### config.mk
export PLATFORM = sky130hd
export DESIGN_NAME = fdsa_div
export DESIGN_NICKNAME = d
export VERILOG_FILES = /design/src/hw/rtl/fdsa_pkg.sv /design/src/hw/rtl/fdsa_div.sv
export SDC_FILE = /design/constraint.sdc
export NUM_CORES = 1
export LEC_CHECK = 0
export BUFFER_PORTS_ARGS = -buffer_cell sky130_fd_sc_hd__buf_4
export CAP_MARGIN = 20
export CELL_PAD_IN_SITES_DETAIL_PLACEMENT = 1
export CELL_PAD_IN_SITES_GLOBAL_PLACEMENT = 1
export CORE_MARGIN = 4
export CORE_UTILIZATION = 44
export DETAILED_ROUTE_END_ITERATION = 12
export GPL_ROUTABILITY_DRIVEN = 0
export PLACE_DENSITY = 0.86
export SETUP_SLACK_MARGIN = 0.05
export SLEW_MARGIN = 20
export SYNTH_ARGS = -nofsm -noshare
export SYNTH_HDL_FRONTEND = slang
export SYNTH_SLANG_ARGS = --single-unit
### constraint.sdc
create_clock -name clk -period 4.2 [get_ports clk]
set_clock_uncertainty 0.05 [all_clocks]
set_input_delay 0.84 -clock clk [delete_from_list [all_inputs] [get_ports clk]]
set_output_delay 0.84 -clock clk [all_outputs]
set_load 0.05 [all_outputs]
### src/hw/rtl/fdsa_pkg.sv
// ----------------------------------------------------------------------------
// fdsa_pkg
// Shared constants, word codes and types for the Forth data stack and ALU.
// ----------------------------------------------------------------------------
`default_nettype none

package fdsa_pkg;

    localparam int STACK_DEPTH = 256;
    localparam int ADDR_W      = $clog2(STACK_DEPTH);
    localparam int CNT_W       = $clog2(STACK_DEPTH + 1);
    localparam int CELL_W      = 32;

    // Word codes carried in the kind field.
    localparam logic [4:0] K_LIT    = 5'd0;
    localparam logic [4:0] K_ADD    = 5'd1;
    localparam logic [4:0] K_SUB    = 5'd2;
    localparam logic [4:0] K_MUL    = 5'd3;
    localparam logic [4:0] K_DIV    = 5'd4;
    localparam logic [4:0] K_MOD    = 5'd5;
    localparam logic [4:0] K_EQ     = 5'd6;
    localparam logic [4:0] K_GT     = 5'd7;
    localparam logic [4:0] K_LT     = 5'd8;
    localparam logic [4:0] K_AND    = 5'd9;
    localparam logic [4:0] K_OR     = 5'd10;
    localparam logic [4:0] K_INVERT = 5'd11;
    localparam logic [4:0] K_DOT    = 5'd12;
    localparam logic [4:0] K_EMIT   = 5'd13;
    localparam logic [4:0] K_DUP    = 5'd14;
    localparam logic [4:0] K_DROP   = 5'd15;
    localparam logic [4:0] K_SWAP   = 5'd16;
    localparam logic [4:0] K_OVER   = 5'd17;
    localparam logic [4:0] K_ROT    = 5'd18;

    // Status codes.
    localparam logic [1:0] ST_OK    = 2'd0;
    localparam logic [1:0] ST_UNDER = 2'd1;
    localparam logic [1:0] ST_OVER  = 2'd2;
    localparam logic [1:0] ST_DIVZ  = 2'd3;

    typedef struct packed {
        logic              done;
        logic [CELL_W-1:0] quo;
        logic [CELL_W-1:0] rem;
    } div_res_t;

    // Number of cells a word needs on the stack.
    function automatic logic [1:0] need_of(input logic [4:0] k);
        logic [1:0] n;
        n = 2'd0;
        case (k) inside
            [K_ADD:K_OR], K_SWAP, K_OVER: n = 2'd2;
            [K_INVERT:K_DROP]:            n = 2'd1;
            K_ROT:                        n = 2'd3;
            default:                      n = 2'd0;
        endcase
        return n;
    endfunction

    // Words that add one cell.
    function automatic logic grows(input logic [4:0] k);
        logic g;
        g = 1'b0;
        case (k) inside
            K_LIT, K_DUP, K_OVER: g = 1'b1;
            default:              g = 1'b0;
        endcase
        return g;
    endfunction

endpackage

`default_nettype wire

### src/hw/rtl/fdsa_div.sv
// ----------------------------------------------------------------------------
// fdsa_div
// Iterative signed divider, one quotient bit per cycle, truncating toward zero.
// ----------------------------------------------------------------------------
`default_nettype none

module fdsa_div (
    input  wire logic                         clk,
    input  wire logic                         rst_n,
    input  wire logic                         start,
    input  wire logic [fdsa_pkg::CELL_W-1:0]  num,
    input  wire logic [fdsa_pkg::CELL_W-1:0]  den,
    output fdsa_pkg::div_res_t                res
);

    localparam int W = fdsa_pkg::CELL_W;

    logic                 busy_reg, busy_next;
    logic                 done_reg, done_next;
    logic [4:0]           cnt_reg, cnt_next;
    logic [W:0]           rem_reg, rem_next;
    logic [W-1:0]         quo_reg, quo_next;
    logic [W-1:0]         den_reg, den_next;
    logic                 nneg_reg, nneg_next;
    logic                 qneg_reg, qneg_next;
    logic [W:0]           shifted;
    logic [W:0]           diff;

    assign shifted = {rem_reg[W-1:0], quo_reg[W-1]};
    assign diff    = shifted - {1'b0, den_reg};

    always_comb
    begin
        busy_next = busy_reg;
        done_next = 1'b0;
        cnt_next  = cnt_reg;
        rem_next  = rem_reg;
        quo_next  = quo_reg;
        den_next  = den_reg;
        nneg_next = nneg_reg;
        qneg_next = qneg_reg;
        if (start)
        begin
            busy_next = 1'b1;
            cnt_next  = 5'd0;
            rem_next  = '0;
            quo_next  = num[W-1] ? (W'(0) - num) : num;
            den_next  = den[W-1] ? (W'(0) - den) : den;
            nneg_next = num[W-1];
            qneg_next = num[W-1] ^ den[W-1];
        end
        else if (busy_reg)
        begin
            if (!diff[W])
            begin
                rem_next = diff;
                quo_next = {quo_reg[W-2:0], 1'b1};
            end
            else
            begin
                rem_next = shifted;
                quo_next = {quo_reg[W-2:0], 1'b0};
            end
            cnt_next = cnt_reg + 5'd1;
            if (cnt_reg == 5'(W - 1))
            begin
                busy_next = 1'b0;
                done_next = 1'b1;
            end
        end
    end

    always_ff @(posedge clk or negedge rst_n)
    begin
        if (!rst_n)
        begin
            busy_reg <= 1'b0;
            done_reg <= 1'b0;
            cnt_reg  <= 5'd0;
        end
        else
        begin
            busy_reg <= busy_next;
            done_reg <= done_next;
            cnt_reg  <= cnt_next;
        end
    end

    always_ff @(posedge clk)
    begin
        rem_reg  <= rem_next;
        quo_reg  <= quo_next;
        den_reg  <= den_next;
        nneg_reg <= nneg_next;
        qneg_reg <= qneg_next;
    end

    assign res.done = done_reg;
    assign res.quo  = qneg_reg ? (W'(0) - quo_reg) : quo_reg;
    assign res.rem  = nneg_reg ? (W'(0) - rem_reg[W-1:0]) : rem_reg[W-1:0];

endmodule

`default_nettype wire

# Word level (Yosys, flattened, before mapping)
# Index checks and enable logic that the tools add are counted.
# word_totals
ff_bits	105
latch_bits	0
mem_bits_rw	0
mem_bits_ro	0
in_bits	67
elab_cells	34
n_memories	0
# classes
n_addsub	6
n_mul	0
div_mod_pow	0
magnitude_cmp	0
n_eq_ne	1
shift	0
n_mux	16
bitwise	1
reduce_logical	1
# op_table
operator	n
32-bit 2-to-1 mux	6
1-bit by 32-bit subtractor with 32-bit output (first input constant)	4
33-bit by 32-bit subtractor with 33-bit output	1
31-bit 2-to-1 mux	1
5-bit 2-to-1 mux	2
1-bit 2-to-1 mux	7
5-bit by 1-bit adder with 5-bit output (second input constant)	1
5-bit == test (second input constant)	1
2-bit nonzero test	1
1-bit XOR	1

# Logic depth before layout (Yosys ltp)
# Gate-level depths: netlist (run 1).
# logic_depth
word_depth	4
mapped_depth	13
mapped_depth_nobuf	11

# Least setup slack after synthesis (run 1)
# OpenSTA, ideal clock, no wires.
# synth_path
path_kind	register -> output
from	reg quo_reg[10]
to	out res[60] (netlist bit)
arrival_ns	3.145
required_time_ns	3.310
slack_ns	0.165
path_stages_with_launch	9
n_path_buf	0
path_cell_list	edfxtp_1 or4_4 or4_4 or2_4 or3_4 or2_4 or3_4 o21ai_1 xnor2_1
# synth_lines
element	line	rtl
start: declaration	fdsa_div.sv:22	logic [W-1:0] quo_reg, quo_next;
start signal: assignment	fdsa_div.sv:92	quo_reg <= quo_next;
end: declaration	fdsa_div.sv:13	output fdsa_pkg::div_res_t res

==> metrics.cfg, run 1 <==
[critical_path]
crit_fanout=3
worstPathArrival_ns=3.47
crit_family=simple AND/OR/NAND/NOR gates
cpPeakStageDelay_ns=0.56
required_ns=3.31
critPathLaunchType=flop
path_cells=or4_4 > or4_4 > or3_4 > or3_4 > or3_4 > o31ai_4 > xnor2_1 > buf_4
cp_common_cell=or3_4
crit_slowest_cell=or4_4
crit_path_end_kind=output port
critical_path_buf_inv_count=1
path_class=flop to output port

[synth]
netlist_instances=1024
synthSimpleGateAreaFrac_pct=20.8
synth_edf_count=66
synthDistinctLibCells=71
synthAdderAreaFrac_pct=5.70
yosysWarnings=0
ys_ff_latch=105
synth_compound_area_share_pct=20.3
synthFlopType=edfxtp_1
async_flop_share_pct=6.67
netlist_area_um2=8690
ys_seq_area_share_pct=32.2
synth_fp_nets=1130
synth_top_family_by_area=simple AND/OR/NAND/NOR gates
synth.avg_cell_area_um2=8.48
synthMuxAreaShare_pct=2.23
synth_xor_area_share_pct=14.1

[timing]
setup_viol=9
slew_headroom_pct=21.4
fmax_mhz=230
worstMarginPinSlew_ns=1.18
rsz0062_at_grt=true
period_minus_slack_ns=4.36
maxSlewViolCount=0
timing.final.crit_share_pct=104
hold_violations=0
timing.hold.ws_ns=0.231
worst_slack_ns=-0.156

[routing]
firstDrtPassIters=5
wirelength_um=27700
num_vias=8341
ant_nets=0
avgRoutedWirePerCell_um=19.3
drc=0
vias_per_cell=5.81
drtIter0Drc=567

[floorplanning]
core-area_um2=19500
io_pins=132
num_rows=51
fp.dieArea_um2=22100
initial_core_util_pct=44.6
die_h_um=149
die_w_um=149

[global_route]
grt_start_max_net_pins=64
track_usage_pct=23.9
grt_pass1_wl_um=42800
antenna_found_initial=0
grt_pass1_vias=8268
grt.overflow.total=0

[clock_tree]
hold_buffers=0
clk_latency_ns=0.36
htree_num_levels=3
cts_tree=built
cts_buffer_depth=2
clk_pin_slew_worst_paths_ns=0.07
clockRootBuffer=clkbuf_16
numCtsBuffers=9
clock-sinks=105

[finish]
utilization_pct=55.2
diodes=0
drive_gt1_share_pct=22.0
area_growth_syn_to_layout_pct=23.6
fin_cells=1435
layout_common_cells=172 x buf_4, 94 x xnor2_1, 91 x nor2_1
layout_commonest_cell=buf_4
fin_nets=1271

[placement]
pre_cts_slack_ns=0.0980
place_hpwl_um=20100
dp.cells=1393
port_buffers=131

[flow_run]
drv_cap=0

[run_status]
failed_checks=negative setup slack
outcome=complete, but fails checks

[min_path]
hp-class=input port to asynchronous set/reset pin

==> area by class of cell <==
cell class,instances,area [µm²]
clock buffer,12,256
sequential,105,2810
clock inverter,4,50.0
fill,2292,8720
inverter,50,188
tap,265,332
multi-input combinational,821,5730
timing repair buffer,178,1370
==> routing by layer <==
layer / routed length, µm / global-route usage [%]
met2: 13500 / 40.1
met4: 690 / 7.85
met5: 0 / 0
met3: 1220 / 2.29
met1: 12200 / 32.6
==> metrics by stage <==
| step | setup TNS [ns] | instance area [µm²] |
|---|---|---|
| floorplan | 0 | 8690 |
| global placement | 0 | 9980 |
| detailed placement | 0 | 9980 |
| CTS | -0.594 | 10500 |
| global route | -1.91 | 10700 |
| finish | -0.828 | 10700 |
==> worst reg2reg max path, stage by stage, from the launching register on <==
cell      delay, ns
edfxtp_1       0.45
inv_1          0.08
ha_1           0.23
fa_1           0.40
nand2b_1       0.19
a21o_1         0.22
a21o_1         0.20
a211oi_1       0.44
o21ai_0        0.23
a211oi_4       0.47
buf_4          0.31
mux2i_1        0.22
a211oi_1       0.08
==> cell usage after synthesis, types with 7 or more instances <==
| master | instances | area, µm² |
|---|---|---|
| xor2_1 | 43 | 377 |
| a31oi_1 | 8 | 50.1 |
| o41ai_1 | 17 | 149 |
| mux2i_1 | 16 | 160 |
| nor2_1 | 92 | 345 |
| nor2b_1 | 11 | 68.8 |
| or3_1 | 25 | 156 |
| nand2b_1 | 15 | 93.8 |
| o31ai_1 | 31 | 233 |
| a21oi_1 | 69 | 345 |
| a21o_1 | 16 | 120 |
| dfxtp_1 | 32 | 641 |
| dfrtp_1 | 7 | 175 |
| nand3_1 | 26 | 130 |
| nor3_1 | 17 | 85.1 |
| nor4_1 | 7 | 43.8 |
| and3_1 | 11 | 68.8 |
| edfxtp_1 | 66 | 1980 |
| or4_1 | 11 | 82.6 |
| ha_1 | 38 | 475 |
| o21ai_0 | 62 | 310 |
| nand2_1 | 89 | 334 |
| clkbuf_1 | 36 | 135 |
| nor3b_1 | 7 | 52.6 |
| xnor2_1 | 97 | 850 |
| inv_1 | 50 | 188 |
| a211oi_1 | 15 | 113 |
==> cells by family after synthesis <==
| logic type | Yosys count |
|---|---|
| simple gates | 351 |
| xor+xnor | 140 |
| buf+inv | 98 |
| fa+ha+maj | 39 |
| mux | 19 |
| compound gates | 272 |
| flops | 105 |
==> what timing repair did <==
item,CTS,global route
buffers inserted,15,10
endpoints found under the setup margin,13,18
pin swaps,11,18
resized for setup,20,32
==> final timing paths <==
check	startpoint	to	cells past startpoint	slack, ns
max	quo_reg[8]	res[63]	8	-0.16
min	rst_n	busy_reg	1	0.23
max reg2reg	quo_reg[31]	rem_reg[18]	12	0.48
min reg2reg	rem_reg[9]	rem_reg[9]	2	0.49
max in group asynchronous	rst_n	busy_reg	1	3.73
min in group clk	rem_reg[9]	rem_reg[9]	2	0.49
Power of run 1 is not shown: default switching activity piles up to over one toggle a cycle in this logic, so the estimate is an artifact.
==> run 2, diff against run 1 <==
--- a/config.mk
+++ b/config.mk
@@ -13,6 +13,7 @@
 export CORE_UTILIZATION = 44
 export DETAILED_ROUTE_END_ITERATION = 12
 export GPL_ROUTABILITY_DRIVEN = 0
+export MAX_ROUTING_LAYER = met4
 export PLACE_DENSITY = 0.86
 export SETUP_SLACK_MARGIN = 0.05
 export SLEW_MARGIN = 20
==> run 2 against run 1 <==
  * The run still ends with negative setup slack left
  * Flip-flop and latch count did not move
  * Die area did not move
  * Routed wire length barely moved
  * Design area did not move
  * Worst hold slack barely moved
  * Global-route usage rose by 0.69 points
==> metrics.cfg, run 2 (synthesized netlist as in run 1, its figures left out) <==
[clock_tree]
numCtsBuffers=9
clock-sinks=105
clockRootBuffer=clkbuf_16
clk_latency_ns=0.36
cts_buffer_depth=2
hold_buffers=0
cts_tree=built
clk_pin_slew_worst_paths_ns=0.07
htree_num_levels=3

[routing]
vias_per_cell=5.82
drtIter0Drc=593
wirelength_um=27600
num_vias=8349
firstDrtPassIters=5
ant_nets=0
avgRoutedWirePerCell_um=19.3
drc=0

[timing]
setup_viol=9
hold_violations=0
rsz0062_at_grt=true
timing.hold.ws_ns=0.232
period_minus_slack_ns=4.36
slew_headroom_pct=22.4
worst_slack_ns=-0.155
timing.final.crit_share_pct=104
fmax_mhz=230
maxSlewViolCount=0
worstMarginPinSlew_ns=1.16

[critical_path]
critical_path_buf_inv_count=1
crit_fanout=3
crit_slowest_cell=or4_4
worstPathArrival_ns=3.47
r2r_start=quo_reg[31]
cp_common_cell=or3_4
crit_family=simple AND/OR/NAND/NOR gates
required_ns=3.31
path_class=flop to output port
path_cells=or4_4 > or4_4 > or3_4 > or3_4 > or3_4 > o31ai_4 > xnor2_1 > buf_4
crit_path_end_kind=output port
reg2reg_setup_slack_ns=0.48
cpPeakStageDelay_ns=0.56
critPathLaunchType=flop
crit_start=quo_reg[8]

[floorplanning]
die_w_um=149
num_rows=51
core-area_um2=19500
fp.dieArea_um2=22100
die_h_um=149
initial_core_util_pct=44.6
io_pins=132

[finish]
regArea_um2=2810
layout_commonest_cell=buf_4
drive_gt1_share_pct=22.0
layout_common_cells=172 x buf_4, 94 x xnor2_1, 91 x nor2_1
fin_area_um2=10700
fillCellCount=2292
fin_nets=1271
multiInputGateArea_um2=5730
area_growth_syn_to_layout_pct=23.6
diodes=0

[global_route]
track_usage_pct=24.6
grt_start_max_net_pins=64
grt_pass1_vias=8266
grt_pass1_wl_um=42800
grt.overflow.total=0
antenna_found_initial=0

[flow_run]
drv_cap=0

[placement]
port_buffers=131
place_hpwl_um=20100
place_area_um2=9980

[run_status]
failed_checks=negative setup slack
outcome=complete, but fails checks

[min_path]
hp-class=input port to asynchronous set/reset pin

[run 2: cell type report]
| cell class | count | area share, % |
|---|---|---|
| Clock buffer | 12 | 2.39 |
| Clock inverter | 4 | 0.466 |
| Inverter | 50 | 1.75 |
| Multi-Input combinational cell | 821 | 53.4 |
| Sequential cell | 105 | 26.2 |
| Tap cell | 265 | 3.09 |
| Timing Repair Buffer | 178 | 12.8 |
[run 2: path summary, 6_finish.rpt]
kind                               endpoint  depth (start not counted)
worst max-delay path                res[63]                          8
worst min register to register   rem_reg[9]                          2
min in group clk                 rem_reg[9]                          2
worst max register to register  rem_reg[18]                         12
worst min-delay path               busy_reg                          1
max in group asynchronous          busy_reg                          1
[run 2: timing repair]
action | 4_1_cts | 5_1_grt
pin swaps | 11 | 18
resized for setup | 20 | 32
setup endpoints to repair | 13 | 18
buffers inserted | 15 | 10
[run 2: per-stage QoR]
step / cells / setup WS, ns / TNS [ns] / utilization [%]
after global routing: 1435 / -0.216 / -1.92 / 55.2
after global placement: 1393 / 0.186 / 0 / 51.3
after detailed placement: 1393 / 0.0980 / 0 / 51.3
final: 1435 / -0.155 / -0.835 / 55.2
after floorplan: 1024 / 0.165 / 0 / -
after CTS: 1424 / -0.137 / -0.594 / 53.8
[run 2: per-layer routing]
layer | vias up | share of wire (%) | global-route usage [%] | wire length (µm)
met5 | - | 0 | - | 0
met4 | 0 | 2.2 | 7.85 | 613
met3 | 33 | 4.7 | 2.25 | 1300
met2 | 229 | 49 | 40.2 | 13600
met1 | 4084 | 44 | 32.5 | 12100
li1 | 4003 | - | - | -
Power of run 2 is left out for the same reason.
